File: src/hdl/idle_backlight_dim_ramp_core_macros.svh
// Assertion macros shared by the idle-dimming backlight controller.
// Depends on nothing; the including module must provide i_clk and i_rst_n.
`ifndef IDLE_BACKLIGHT_DIM_RAMP_CORE_MACROS_SVH
`define IDLE_BACKLIGHT_DIM_RAMP_CORE_MACROS_SVH

// Same-cycle implication, checked outside reset.
`define IBDR_ASSERT_IMPLY(name, ante, cons) \
    name: assert property (@(posedge i_clk) disable iff (!i_rst_n) (ante) |-> (cons)) \
        else $error("ibdr same-cycle check failed");

// Next-cycle implication, checked outside reset.
`define IBDR_ASSERT_NEXT(name, ante, cons) \
    name: assert property (@(posedge i_clk) disable iff (!i_rst_n) (ante) |=> (cons)) \
        else $error("ibdr next-cycle check failed");

`endif

File: src/hdl/ibdr_pkg.sv
// Shared types, constants and light profile tables of the backlight controller.
// Depends on nothing.
package ibdr_pkg;

    localparam int LEVEL_W  = 15;   // percent times 256
    localparam int INC_W    = 16;   // signed increment, 8 fraction bits
    localparam int STEP_W   = 7;
    localparam int LUX_W    = 17;
    localparam int PROF_W   = 4;
    localparam int REQ_W    = 3;
    localparam int TIMER_W  = 32;
    localparam int DATA_W   = 32;
    localparam int ADDR_W   = 5;
    localparam int CNT_W    = $clog2(LEVEL_W);

    localparam logic [LEVEL_W-1:0] FULL_LEVEL = 15'd25600;
    localparam logic [STEP_W-1:0]  MAX_PCT    = 7'd100;

    localparam int PROFILE_COUNT  = 9;
    localparam int LUX_HYSTERESIS = 10;

    localparam logic [LUX_W-1:0] PROF_MIN_LUX [PROFILE_COUNT] = '{
        17'd0, 17'd11, 17'd51, 17'd201, 17'd401, 17'd1001, 17'd5001, 17'd10001, 17'd30001
    };
    localparam logic [STEP_W-1:0] PROF_SCREEN [PROFILE_COUNT] = '{
        7'd20, 7'd30, 7'd40, 7'd50, 7'd60, 7'd70, 7'd80, 7'd90, 7'd100
    };
    localparam logic [STEP_W-1:0] PROF_KBD [PROFILE_COUNT] = '{
        7'd80, 7'd70, 7'd60, 7'd50, 7'd40, 7'd30, 7'd20, 7'd10, 7'd0
    };

    typedef enum logic [REQ_W-1:0] {
        REQ_TICK     = 3'd0,
        REQ_ACTIVITY = 3'd1,
        REQ_FORCE_DIM = 3'd2,
        REQ_FORCE_BRT = 3'd3,
        REQ_LUX      = 3'd4
    } t_req;

    typedef enum logic [2:0] {
        REG_IDLE_TIMEOUT  = 3'd0,
        REG_DIM_PERCENT   = 3'd1,
        REG_DIM_STEPS     = 3'd2,
        REG_BRT_STEPS     = 3'd3,
        REG_SCREEN_EN     = 3'd4,
        REG_KBD_EN        = 3'd5,
        REG_LIGHT_SENS_EN = 3'd6
    } t_reg_idx;

    typedef struct packed {
        logic               start;
        logic [INC_W-1:0]   dividend;   // two's complement
        logic [STEP_W-1:0]  divisor;    // never zero
    } t_div_req;

    typedef struct packed {
        logic               busy;
        logic               done;
        logic [INC_W-1:0]   quotient;   // truncated toward zero
    } t_div_rsp;

endpackage

File: src/hdl/idle_backlight_dim_ramp_core.sv
// Top level of the idle-dimming backlight controller: sequencer, state, APB registers.
// Depends on ibdr_pkg, ibdr_div and idle_backlight_dim_ramp_core_macros.svh.
//
// The controller takes one request at a time (tick, user activity, forced dim,
// forced brighten or lux sample) and answers each with one result carrying the
// screen and keyboard levels (percent times 256), the dimmed and ramping flags
// and the last chosen light profile. A request that starts no ramp passes the
// states accept, execute and deliver on its way to the result register. When a
// ramp starts, each channel that moves needs its increment (goal - level) / steps,
// which one shared divider produces at one quotient bit per cycle; the screen and
// keyboard divisions run one after the other between execute and deliver. The
// result sits in an output register, so the next request is taken while an
// earlier result still waits for the consumer. Configuration lives behind an APB
// port with zero wait states; registers sit at byte address 4 times their index
// and must only be written while the controller is idle.
module idle_backlight_dim_ramp_core (
    input  logic                         i_clk,
    input  logic                         i_rst_n,
    // request channel
    input  logic                         i_in_valid,
    output logic                         o_in_ready,
    input  logic [ibdr_pkg::REQ_W-1:0]   i_req_type,
    input  logic [ibdr_pkg::LUX_W-1:0]   i_lux_value,
    // result channel
    output logic                         o_out_valid,
    input  logic                         i_out_ready,
    output logic [ibdr_pkg::LEVEL_W-1:0] o_screen_level,
    output logic [ibdr_pkg::LEVEL_W-1:0] o_kbd_level,
    output logic                         o_is_dimmed,
    output logic                         o_is_ramping,
    output logic [ibdr_pkg::PROF_W-1:0]  o_profile_index,
    // configuration port
    input  logic                         psel,
    input  logic                         penable,
    input  logic                         pwrite,
    input  logic [ibdr_pkg::ADDR_W-1:0]  paddr,
    input  logic [ibdr_pkg::DATA_W-1:0]  pwdata,
    output logic [ibdr_pkg::DATA_W-1:0]  prdata,
    output logic                         pready
);
    import ibdr_pkg::*;

    `include "idle_backlight_dim_ramp_core_macros.svh"

    // Sequencer states. The two GO states launch the divider for the screen and
    // keyboard increments; the WAIT states collect the quotient.
    typedef enum logic [6:0] {
        S_IDLE     = 7'b0000001,
        S_EXEC     = 7'b0000010,
        S_SCR_GO   = 7'b0000100,
        S_SCR_WAIT = 7'b0001000,
        S_KBD_GO   = 7'b0010000,
        S_KBD_WAIT = 7'b0100000,
        S_DONE     = 7'b1000000
    } t_state;

    // Whole percent drops the fraction; rounded percent adds one half first.
    function automatic logic [STEP_W:0] f_round_pct(input logic [LEVEL_W-1:0] v);
        logic [LEVEL_W:0] s;
        s = {1'b0, v} + (LEVEL_W+1)'(128);
        return s[LEVEL_W:8];
    endfunction

    // Configuration registers.
    logic [TIMER_W-1:0] r_idle_timeout;
    logic [STEP_W-1:0]  r_dim_percent, r_dim_steps, r_brt_steps;
    logic               r_screen_en, r_kbd_en, r_lsen;
    logic               w_cfg_wr;

    // Sequencer and controller state.
    t_state             r_state, n_state;
    logic [REQ_W-1:0]   r_req, n_req;
    logic [LUX_W-1:0]   r_lux, n_lux;
    logic [TIMER_W-1:0] r_idle, n_idle;
    logic               r_dimmed, n_dimmed;
    logic [LEVEL_W-1:0] r_snow, n_snow, r_know, n_know;
    logic [LEVEL_W-1:0] r_ssaved, n_ssaved, r_ksaved, n_ksaved;
    logic [LEVEL_W-1:0] r_sgoal, n_sgoal, r_kgoal, n_kgoal;
    logic [INC_W-1:0]   r_sinc, n_sinc, r_kinc, n_kinc;
    logic [STEP_W-1:0]  r_steps, n_steps;
    logic               r_abort, n_abort;
    logic               r_smove, n_smove, r_kmove, n_kmove;
    logic [LUX_W-1:0]   r_last_lux, n_last_lux;
    logic               r_lux_seen, n_lux_seen;
    logic [PROF_W-1:0]  r_profile, n_profile;

    // Result register.
    logic               r_out_valid, n_out_valid;
    logic               n_load;
    logic [LEVEL_W-1:0] r_o_screen, r_o_kbd;
    logic               r_o_dimmed, r_o_ramping;
    logic [PROF_W-1:0]  r_o_profile;

    t_div_req           w_div_req;
    t_div_rsp           w_div_rsp;

    ibdr_div u_div (
        .i_clk   (i_clk),
        .i_rst_n (i_rst_n),
        .i_req   (w_div_req),
        .o_rsp   (w_div_rsp)
    );

    // ------------------------------------------------------------------
    // APB configuration: zero wait states, write on the access phase.
    // ------------------------------------------------------------------
    assign pready   = 1'b1;
    assign w_cfg_wr = psel && penable && pwrite;

    always_comb begin
        unique case (t_reg_idx'(paddr[4:2]))
            REG_IDLE_TIMEOUT:  prdata = r_idle_timeout;
            REG_DIM_PERCENT:   prdata = DATA_W'(r_dim_percent);
            REG_DIM_STEPS:     prdata = DATA_W'(r_dim_steps);
            REG_BRT_STEPS:     prdata = DATA_W'(r_brt_steps);
            REG_SCREEN_EN:     prdata = DATA_W'(r_screen_en);
            REG_KBD_EN:        prdata = DATA_W'(r_kbd_en);
            REG_LIGHT_SENS_EN: prdata = DATA_W'(r_lsen);
            default:           prdata = '0;
        endcase
    end

    always_ff @(posedge i_clk) begin
        if (!i_rst_n) begin
            r_idle_timeout <= TIMER_W'(120);
            r_dim_percent  <= STEP_W'(10);
            r_dim_steps    <= STEP_W'(20);
            r_brt_steps    <= STEP_W'(5);
            r_screen_en    <= 1'b1;
            r_kbd_en       <= 1'b0;
            r_lsen         <= 1'b0;
        end else if (w_cfg_wr) begin
            unique case (t_reg_idx'(paddr[4:2]))
                REG_IDLE_TIMEOUT:  r_idle_timeout <= pwdata;
                REG_DIM_PERCENT:   r_dim_percent  <= pwdata[STEP_W-1:0];
                REG_DIM_STEPS:     r_dim_steps    <= pwdata[STEP_W-1:0];
                REG_BRT_STEPS:     r_brt_steps    <= pwdata[STEP_W-1:0];
                REG_SCREEN_EN:     r_screen_en    <= pwdata[0];
                REG_KBD_EN:        r_kbd_en       <= pwdata[0];
                REG_LIGHT_SENS_EN: r_lsen         <= pwdata[0];
                default: ;
            endcase
        end
    end

    // ------------------------------------------------------------------
    // Sequencer. The execute cycle applies the whole request to the state
    // (ramp advance, idle count, dim, brighten, profile choice) and decides
    // whether a ramp starts. The increments of the moving channels are then
    // filled in one after the other by the shared divider.
    // ------------------------------------------------------------------
    always_comb begin
        logic [LEVEL_W-1:0] v_snow, v_know, v_sgoal, v_kgoal, v_ts, v_tk;
        logic [INC_W-1:0]   v_ssum, v_ksum;
        logic [STEP_W-1:0]  v_steps, v_eff, v_pct;
        logic               v_go, v_abort, v_dim, v_brt, v_forced, v_smove, v_kmove;
        logic [TIMER_W-1:0] v_idle;
        logic [LUX_W-1:0]   v_diff;
        logic [PROF_W-1:0]  v_pick;

        n_state    = r_state;
        n_req      = r_req;
        n_lux      = r_lux;
        n_idle     = r_idle;
        n_dimmed   = r_dimmed;
        n_snow     = r_snow;
        n_know     = r_know;
        n_ssaved   = r_ssaved;
        n_ksaved   = r_ksaved;
        n_sgoal    = r_sgoal;
        n_kgoal    = r_kgoal;
        n_sinc     = r_sinc;
        n_kinc     = r_kinc;
        n_steps    = r_steps;
        n_abort    = r_abort;
        n_smove    = r_smove;
        n_kmove    = r_kmove;
        n_last_lux = r_last_lux;
        n_lux_seen = r_lux_seen;
        n_profile  = r_profile;
        n_out_valid = r_out_valid && !i_out_ready;
        n_load     = 1'b0;

        w_div_req.start    = 1'b0;
        w_div_req.divisor  = r_steps;
        w_div_req.dividend = {1'b0, r_sgoal} - {1'b0, r_snow};

        v_snow   = r_snow;
        v_know   = r_know;
        v_sgoal  = r_snow;
        v_kgoal  = r_know;
        v_ts     = r_ssaved;
        v_tk     = r_ksaved;
        v_ssum   = {1'b0, r_snow} + r_sinc;
        v_ksum   = {1'b0, r_know} + r_kinc;
        v_steps  = r_dim_steps;
        v_eff    = r_dim_steps;
        v_pct    = (r_dim_percent > MAX_PCT) ? MAX_PCT : r_dim_percent;
        v_go     = 1'b0;
        v_abort  = 1'b0;
        v_dim    = 1'b0;
        v_brt    = 1'b0;
        v_forced = 1'b0;
        v_smove  = 1'b0;
        v_kmove  = 1'b0;
        v_idle   = r_idle;
        v_diff   = (r_lux > r_last_lux) ? (r_lux - r_last_lux) : (r_last_lux - r_lux);
        v_pick   = '0;
        for (int i = 0; i < PROFILE_COUNT; i++) begin
            if (r_lux >= PROF_MIN_LUX[i]) begin
                v_pick = PROF_W'(i);
            end
        end

        unique case (r_state)
            S_IDLE: begin
                if (i_in_valid) begin
                    n_req   = i_req_type;
                    n_lux   = i_lux_value;
                    n_state = S_EXEC;
                end
            end
            S_EXEC: begin
                unique case (r_req)
                    REQ_TICK: begin
                        // The ramp moves first; its last step lands on the goal.
                        if (r_steps != '0) begin
                            n_steps = r_steps - 1'b1;
                            if (r_steps == STEP_W'(1)) begin
                                v_snow  = r_sgoal;
                                v_know  = r_kgoal;
                                n_abort = 1'b0;
                            end else begin
                                v_snow = v_ssum[LEVEL_W-1:0];
                                v_know = v_ksum[LEVEL_W-1:0];
                            end
                        end
                        if (!r_dimmed) begin
                            v_idle = (r_idle == '1) ? r_idle : r_idle + 1'b1;
                            n_idle = v_idle;
                            if (v_idle >= r_idle_timeout && (r_screen_en || r_kbd_en)) begin
                                v_dim = 1'b1;
                            end
                        end
                    end
                    REQ_ACTIVITY: begin
                        n_idle = '0;
                        if (r_abort && r_steps != '0) begin
                            n_steps = '0;
                            n_abort = 1'b0;
                        end
                        v_brt = 1'b1;
                    end
                    REQ_FORCE_DIM: begin
                        v_dim    = 1'b1;
                        v_forced = 1'b1;
                    end
                    REQ_FORCE_BRT: begin
                        v_brt    = 1'b1;
                        v_forced = 1'b1;
                    end
                    REQ_LUX: begin
                        if (r_lsen && !r_dimmed) begin
                            if (r_lux_seen && v_diff < LUX_W'(LUX_HYSTERESIS)) begin
                                n_last_lux = r_lux;
                            end else begin
                                if (r_kbd_en && f_round_pct(r_ksaved) != {1'b0, PROF_KBD[v_pick]}) begin
                                    v_tk = {PROF_KBD[v_pick], 8'h00};
                                end
                                if (f_round_pct(r_ssaved) != {1'b0, PROF_SCREEN[v_pick]}) begin
                                    v_ts = {PROF_SCREEN[v_pick], 8'h00};
                                end
                                if (f_round_pct(r_ksaved) != f_round_pct(v_tk)
                                        || f_round_pct(r_ssaved) != f_round_pct(v_ts)
                                        || (v_tk[7:0] != 8'h00 && v_tk != r_ksaved)
                                        || (v_ts[7:0] != 8'h00 && v_ts != r_ssaved)) begin
                                    v_go    = 1'b1;
                                    v_sgoal = v_ts;
                                    v_kgoal = v_tk;
                                    v_steps = r_dim_steps;
                                    v_abort = 1'b0;
                                end
                                n_ssaved   = v_ts;
                                n_ksaved   = v_tk;
                                n_profile  = v_pick;
                                n_last_lux = r_lux;
                                n_lux_seen = 1'b1;
                            end
                        end
                    end
                    default: ;
                endcase

                // Entering dimmed mode saves the levels it is about to lower.
                if (v_dim && !r_dimmed) begin
                    if (r_screen_en) begin
                        n_ssaved = v_snow;
                    end
                    if (r_kbd_en) begin
                        n_ksaved = v_know;
                    end
                    v_go     = 1'b1;
                    v_sgoal  = {v_pct, 8'h00};
                    v_kgoal  = '0;
                    v_steps  = v_forced ? STEP_W'(1) : r_dim_steps;
                    v_abort  = 1'b1;
                    n_dimmed = 1'b1;
                end

                if (v_brt && r_dimmed) begin
                    n_idle   = '0;
                    v_go     = 1'b1;
                    v_sgoal  = r_ssaved;
                    v_kgoal  = r_ksaved;
                    v_steps  = v_forced ? STEP_W'(1) : r_brt_steps;
                    v_abort  = 1'b0;
                    n_dimmed = 1'b0;
                end

                n_snow = v_snow;
                n_know = v_know;

                // Ramp start: a channel moves only when its whole percent changes.
                if (v_go) begin
                    v_eff   = (v_steps == '0) ? STEP_W'(1) : v_steps;
                    v_smove = (r_screen_en || r_lsen)
                              && (v_sgoal[LEVEL_W-1:8] != v_snow[LEVEL_W-1:8]);
                    v_kmove = r_kbd_en && (v_kgoal[LEVEL_W-1:8] != v_know[LEVEL_W-1:8]);
                    n_sgoal = v_smove ? v_sgoal : v_snow;
                    n_kgoal = v_kmove ? v_kgoal : v_know;
                    n_sinc  = '0;
                    n_kinc  = '0;
                    if (v_smove || v_kmove) begin
                        n_steps = v_eff;
                        n_abort = v_abort;
                    end else begin
                        n_steps = '0;
                        n_abort = 1'b0;
                    end
                end
                n_smove = v_smove;
                n_kmove = v_kmove;

                if (v_smove) begin
                    n_state = S_SCR_GO;
                end else if (v_kmove) begin
                    n_state = S_KBD_GO;
                end else begin
                    n_state = S_DONE;
                end
            end
            S_SCR_GO: begin
                w_div_req.start = 1'b1;
                n_state = S_SCR_WAIT;
            end
            S_SCR_WAIT: begin
                if (w_div_rsp.done) begin
                    n_sinc  = w_div_rsp.quotient;
                    n_state = r_kmove ? S_KBD_GO : S_DONE;
                end
            end
            S_KBD_GO: begin
                w_div_req.start    = 1'b1;
                w_div_req.dividend = {1'b0, r_kgoal} - {1'b0, r_know};
                n_state = S_KBD_WAIT;
            end
            S_KBD_WAIT: begin
                if (w_div_rsp.done) begin
                    n_kinc  = w_div_rsp.quotient;
                    n_state = S_DONE;
                end
            end
            S_DONE: begin
                // Hand the result over once the output register is free.
                if (!r_out_valid || i_out_ready) begin
                    n_load      = 1'b1;
                    n_out_valid = 1'b1;
                    n_state     = S_IDLE;
                end
            end
            default: n_state = S_IDLE;
        endcase
    end

    always_ff @(posedge i_clk) begin
        if (!i_rst_n) begin
            r_state     <= S_IDLE;
            r_idle      <= '0;
            r_dimmed    <= 1'b0;
            r_snow      <= FULL_LEVEL;
            r_know      <= '0;
            r_ssaved    <= FULL_LEVEL;
            r_ksaved    <= '0;
            r_sgoal     <= FULL_LEVEL;
            r_kgoal     <= '0;
            r_sinc      <= '0;
            r_kinc      <= '0;
            r_steps     <= '0;
            r_abort     <= 1'b0;
            r_smove     <= 1'b0;
            r_kmove     <= 1'b0;
            r_last_lux  <= '0;
            r_lux_seen  <= 1'b0;
            r_profile   <= '0;
            r_out_valid <= 1'b0;
        end else begin
            r_state     <= n_state;
            r_idle      <= n_idle;
            r_dimmed    <= n_dimmed;
            r_snow      <= n_snow;
            r_know      <= n_know;
            r_ssaved    <= n_ssaved;
            r_ksaved    <= n_ksaved;
            r_sgoal     <= n_sgoal;
            r_kgoal     <= n_kgoal;
            r_sinc      <= n_sinc;
            r_kinc      <= n_kinc;
            r_steps     <= n_steps;
            r_abort     <= n_abort;
            r_smove     <= n_smove;
            r_kmove     <= n_kmove;
            r_last_lux  <= n_last_lux;
            r_lux_seen  <= n_lux_seen;
            r_profile   <= n_profile;
            r_out_valid <= n_out_valid;
        end
        r_req <= n_req;
        r_lux <= n_lux;
        if (n_load) begin
            r_o_screen  <= r_snow;
            r_o_kbd     <= r_know;
            r_o_dimmed  <= r_dimmed;
            r_o_ramping <= (r_steps != '0);
            r_o_profile <= r_profile;
        end
    end

    assign o_in_ready      = (r_state == S_IDLE);
    assign o_out_valid     = r_out_valid;
    assign o_screen_level  = r_o_screen;
    assign o_kbd_level     = r_o_kbd;
    assign o_is_dimmed     = r_o_dimmed;
    assign o_is_ramping    = r_o_ramping;
    assign o_profile_index = r_o_profile;

    // ------------------------------------------------------------------
    // Checks on the sequencer.
    // ------------------------------------------------------------------
    `IBDR_ASSERT_NEXT(a_accept_goes_exec, i_in_valid && o_in_ready, r_state == S_EXEC)
    `IBDR_ASSERT_IMPLY(a_div_quiet_when_idle, r_state == S_IDLE, !w_div_rsp.busy)
    `IBDR_ASSERT_IMPLY(a_dim_only_from_exec, $rose(r_dimmed), $past(r_state) == S_EXEC)

endmodule

File: src/hdl/ibdr_div.sv
// Radix-2 restoring divider for ramp increments, one quotient bit per cycle.
// Depends on ibdr_pkg.
module ibdr_div (
    input  logic              i_clk,
    input  logic              i_rst_n,
    input  ibdr_pkg::t_div_req i_req,
    output ibdr_pkg::t_div_rsp o_rsp
);
    import ibdr_pkg::*;

    logic               r_busy, n_busy;
    logic               r_done, n_done;
    logic               r_neg, n_neg;
    logic [CNT_W-1:0]   r_cnt, n_cnt;
    logic [LEVEL_W-1:0] r_quo, n_quo;
    logic [STEP_W-1:0]  r_rem, n_rem;
    logic [STEP_W-1:0]  r_dvs, n_dvs;

    logic [STEP_W:0]    w_trial;
    logic [INC_W-1:0]   w_mag;
    logic [INC_W-1:0]   w_quo_ext;

    assign w_trial   = {r_rem, r_quo[LEVEL_W-1]};
    assign w_mag     = i_req.dividend[INC_W-1] ? (~i_req.dividend + 1'b1) : i_req.dividend;
    assign w_quo_ext = {1'b0, r_quo};

    always_comb begin
        n_busy = r_busy;
        n_done = 1'b0;
        n_neg  = r_neg;
        n_cnt  = r_cnt;
        n_quo  = r_quo;
        n_rem  = r_rem;
        n_dvs  = r_dvs;
        if (i_req.start) begin
            n_busy = 1'b1;
            n_neg  = i_req.dividend[INC_W-1];
            n_cnt  = '0;
            n_quo  = w_mag[LEVEL_W-1:0];
            n_rem  = '0;
            n_dvs  = i_req.divisor;
        end else if (r_busy) begin
            if (w_trial >= {1'b0, r_dvs}) begin
                n_rem = STEP_W'(w_trial - {1'b0, r_dvs});
                n_quo = {r_quo[LEVEL_W-2:0], 1'b1};
            end else begin
                n_rem = w_trial[STEP_W-1:0];
                n_quo = {r_quo[LEVEL_W-2:0], 1'b0};
            end
            n_cnt = r_cnt + 1'b1;
            if (r_cnt == CNT_W'(LEVEL_W - 1)) begin
                n_busy = 1'b0;
                n_done = 1'b1;
            end
        end
    end

    always_ff @(posedge i_clk) begin
        if (!i_rst_n) begin
            r_busy <= 1'b0;
            r_done <= 1'b0;
        end else begin
            r_busy <= n_busy;
            r_done <= n_done;
        end
        r_neg <= n_neg;
        r_cnt <= n_cnt;
        r_quo <= n_quo;
        r_rem <= n_rem;
        r_dvs <= n_dvs;
    end

    assign o_rsp.busy     = r_busy;
    assign o_rsp.done     = r_done;
    assign o_rsp.quotient = r_neg ? (~w_quo_ext + 1'b1) : w_quo_ext;

endmodule
File: config.mk
export PLATFORM = sky130hd
export DESIGN_NAME = idle_backlight_dim_ramp_core
export DESIGN_NICKNAME = d
export VERILOG_FILES = /design/src/hdl/ibdr_pkg.sv /design/src/hdl/idle_backlight_dim_ramp_core.sv /design/src/hdl/ibdr_div.sv
export VERILOG_INCLUDE_DIRS = /design/src /design/src/hdl
export SDC_FILE = /design/constraint.sdc
export NUM_CORES = 1
export LEC_CHECK = 0
export BUFFER_PORTS_ARGS = -buffer_cell sky130_fd_sc_hd__clkbuf_2
export CAP_MARGIN = 15
export CORE_ASPECT_RATIO = 2
export CORE_MARGIN = 2
export CORE_UTILIZATION = 34
export CTS_CLUSTER_DIAMETER = 200
export DETAILED_ROUTE_END_ITERATION = 7
export PLACE_DENSITY_LB_ADDON = 0.25
export SKIP_LAST_GASP = 1
export SYNTH_ARGS = -nofsm -noshare
export SYNTH_HDL_FRONTEND = slang
export SYNTH_SLANG_ARGS = --single-unit
export TNS_END_PERCENT = 30
File: constraint.sdc
create_clock -name i_clk -period 9.06 [get_ports i_clk]
set_input_delay 1.359 -clock i_clk [delete_from_list [all_inputs] [get_ports i_clk]]
set_output_delay 1.359 -clock i_clk [all_outputs]
set_load 0.02 [all_outputs]
==> impl_metrics.env <==
export IMPL_status="finished clean"
export IMPL_yosysMostFrequentCell="nand2_1"
export IMPL_synth_cells=3011
export IMPL_synth_common_cells="nand2_1 (395), dfxtp_1 (261), o21ai_0 (216), a21oi_1 (198), inv_1 (171)"
export IMPL_post_cts_resized=0
export IMPL_area_growth_syn_to_layout_pct=11.5
export IMPL_grt_usage_pct=22.2
export IMPL_fmax_mhz=119
export IMPL_rsz0062_at_grt="no"
export IMPL_reg2reg_from="r_lux[15]"
export IMPL_ys_ff_latch=340
export IMPL_dp_final_hpwl_mm=65.4
export IMPL_clkSinkCount=340
export IMPL_fin_crit_sh_pct=93.1
export IMPL_p_leak_nw=10.4
export IMPL_worstMarginPinSlew_ns=1.05
export IMPL_endpoint_kind="flip-flop"
export IMPL_crit_buf_inv=3
export IMPL_crit_start="r_lux[15]"
export IMPL_crit_end="r_kgoal[7]"
export IMPL_antenna_found_initial=0
export IMPL_clkLatencyLatePin_ns=0.57
export IMPL_fin_crit_ns=8.43
export IMPL_wl_per_cell_um=20.9
export IMPL_worst_path_largest_cell_delay_ns=0.59
export IMPL_post_synth_top_area_cell="dfxtp_1"
export IMPL_clockBufferDepth=3
export IMPL_p_per_area_nw_per_um2=134
export IMPL_portBuffers=131
export IMPL_htree_num_levels=2
export IMPL_start_util_pct=34.4
export IMPL_cpMaxStageDelayCell="or4_1"
export IMPL_hold_violations=0
export IMPL_start_kind="flip-flop"
export IMPL_crit_required_ns=9.50
export IMPL_async_reset_ff_share_pct=0
export IMPL_slew_headroom_pct=29.6
export IMPL_ctsRootBufferMaster="clkbuf_16"
export IMPL_grt_overflow_total=0
export IMPL_worstHoldPathType="flip-flop to flip-flop"
export IMPL_rrSetupSlack_ns=0.63
export IMPL_holdBufCountCts=0
export IMPL_grt_pass1_vias=22490
export IMPL_core_sq_um=71000
export IMPL_synthFlopType="dfxtp_1"
export IMPL_drt_vias_per_instance=5.52
export IMPL_die_area_sq_um=74000
export IMPL_antenna_cells=0
export IMPL_holdPathStages=0
export IMPL_syn_num_nets=3227
export IMPL_post_cts_buffers=0
export IMPL_drv_cap=0
export IMPL_ys_types=120
export IMPL_cts_tree="yes"
export IMPL_rr_endpoint="r_kgoal[7]"
export IMPL_setup_violations=0
export IMPL_gp_congestion=0.970
export IMPL_drt_iter0_markers=1163
export IMPL_cp_max_fo=8
export IMPL_layout_nets=3301
export IMPL_utilization_pct=38.3
export IMPL_finalClockSkew_ns=0.0238
export IMPL_vias=22223
export IMPL_ys_top_cells_by_area="dfxtp_1 (21%), edfxtp_1 (9.7%), ha_1 (7.4%)"
export IMPL_fin_setup_tns_ns=0
export IMPL_synth_top_cell_area_share_pct=21.4
export IMPL_dr_pass1_iters=5
export IMPL_ir_drop_mv=0.145
export IMPL_yosysWarnings=0
export IMPL_numCtsBuffers=36
export IMPL_rows=138
export IMPL_postRouteAntennaNets=0
export IMPL_remaining_drc_errors=0
export IMPL_path_delay_family="simple AND/OR/NAND/NOR gates"
export IMPL_placed_area_sq_um=26000
export IMPL_crit_type="flip-flop to flip-flop"
export IMPL_synth_edf_count=79
export IMPL_cp_num_cells=29
export IMPL_ys_seq_area_share_pct=31.2
export IMPL_grt_pass1_wl_mm=129
export IMPL_pin_count=135
export IMPL_routed_wl_mm=84.0
export IMPL_fin_area_sq_um=27200
export IMPL_die_x_um=193
export IMPL_final_max_slew_viol_count=0
export IMPL_rr_worst_depth=29
export IMPL_synth_avg_cell_area_sq_um=8.10
export IMPL_syn_area_sq_um=24400
export IMPL_clkTransAtPathRegs_ns=0.06
export IMPL_drive_above_1_share_pct=11.5
export IMPL_die_height_um=383
export IMPL_crit_arrival_ns=8.88
export IMPL_grt_max_degree=122
## flip-flops by register name (all words and copies together), names as in the netlist, 15 cells and up
signal	cells
o_screen_level	15
r_kinc	15
r_last_lux	17
r_know	15
r_ssaved	15
r_snow	15
r_lux	17
o_kbd_level	15
u_div.r_quo	15
r_sgoal	15
r_kgoal	15
r_idle_timeout	32
r_sinc	15
r_ksaved	15
r_idle	32
## metal layers
layer / track usage (%) / up-vias / share of wire (%)
li1: - / 10922 / -
met1: 20.5 / 10449 / 34
met2: 43.2 / 569 / 54
met3: 2.97 / 283 / 3.4
met4: 17.3 / 0 / 8.6
met5: 0 / - / 0
## worst min path at each step
stage	startpoint	end	slack, ns
after global routing	r_snow[8]	o_screen_level[8]	0.45
after floorplan	r_profile[2]	o_profile_index[2]	0.40
after CTS	r_snow[8]	o_screen_level[8]	0.44
final	r_profile[2]	o_profile_index[2]	0.44
after detailed placement	r_snow[8]	o_screen_level[8]	0.42
after global placement	r_profile[2]	o_profile_index[2]	0.41
## cell usage in the layout, fill, tap and decap left out, types with 53 or more instances in the layout
master | synthesis | routed
buf_4 | 4 | 70
o21ai_0 | 216 | 216
nor2b_1 | 107 | 106
and2_1 | 74 | 74
nor3_1 | 70 | 69
nand2_1 | 395 | 395
clkbuf_2 | 1 | 130
a21boi_0 | 92 | 92
edfxtp_1 | 79 | 79
ha_1 | 145 | 145
mux2i_1 | 53 | 53
a21oi_1 | 198 | 197
nor2_1 | 153 | 151
inv_1 | 171 | 171
xnor2_1 | 81 | 81
dfxtp_1 | 261 | 261
nand3_1 | 77 | 77
xor2_1 | 63 | 63
## kinds of logic (layout without fill, tap and decap cells)
family	after synthesis	count (layout)	synth area share [%]
xor+xnor	145	145	5.24
buf+inv	339	441	6.00
simple gates	1076	1076	22.0
fa+ha+maj	152	152	8.01
mux	73	73	3.44
compound gates	885	885	24.1
flops	340	340	31.2
other cells	1	1	0.0154
## through the flow
| step | hold WS, ns | setup WS (ns) | power, mW | cells |
|---|---|---|---|---|
| floorplan | 0.402 | 1.39 | 1.94 | 3011 |
| global placement | 0.410 | 0.656 | 2.10 | 3957 |
| detailed placement | 0.422 | 0.670 | 2.11 | 3957 |
| CTS | 0.437 | 0.576 | 3.67 | 4023 |
| global route | 0.449 | 0.194 | 3.77 | 4023 |
| finish | 0.438 | 0.625 | 3.63 | 4023 |
## where the power goes
group          switching, mW  total, mW  internal, mW
sequential            0.0263       1.59          1.56
combinational          0.306      0.488         0.181
clock                  0.676       1.55         0.879
total                   1.01       3.63          2.62
## area by class of cell
| type | count | area, sq um |
|---|---|---|
| Clock buffer | 51 | 1050 |
| Clock inverter | 15 | 158 |
| Fill cell | 7375 | 43800 |
| Inverter | 172 | 646 |
| Multi-Input combinational cell | 2332 | 15400 |
| Sequential cell | 340 | 7600 |
| Tap cell | 910 | 1140 |
| Timing Repair Buffer | 203 | 1230 |
Note: power is estimated with default switching activity, not from simulation.
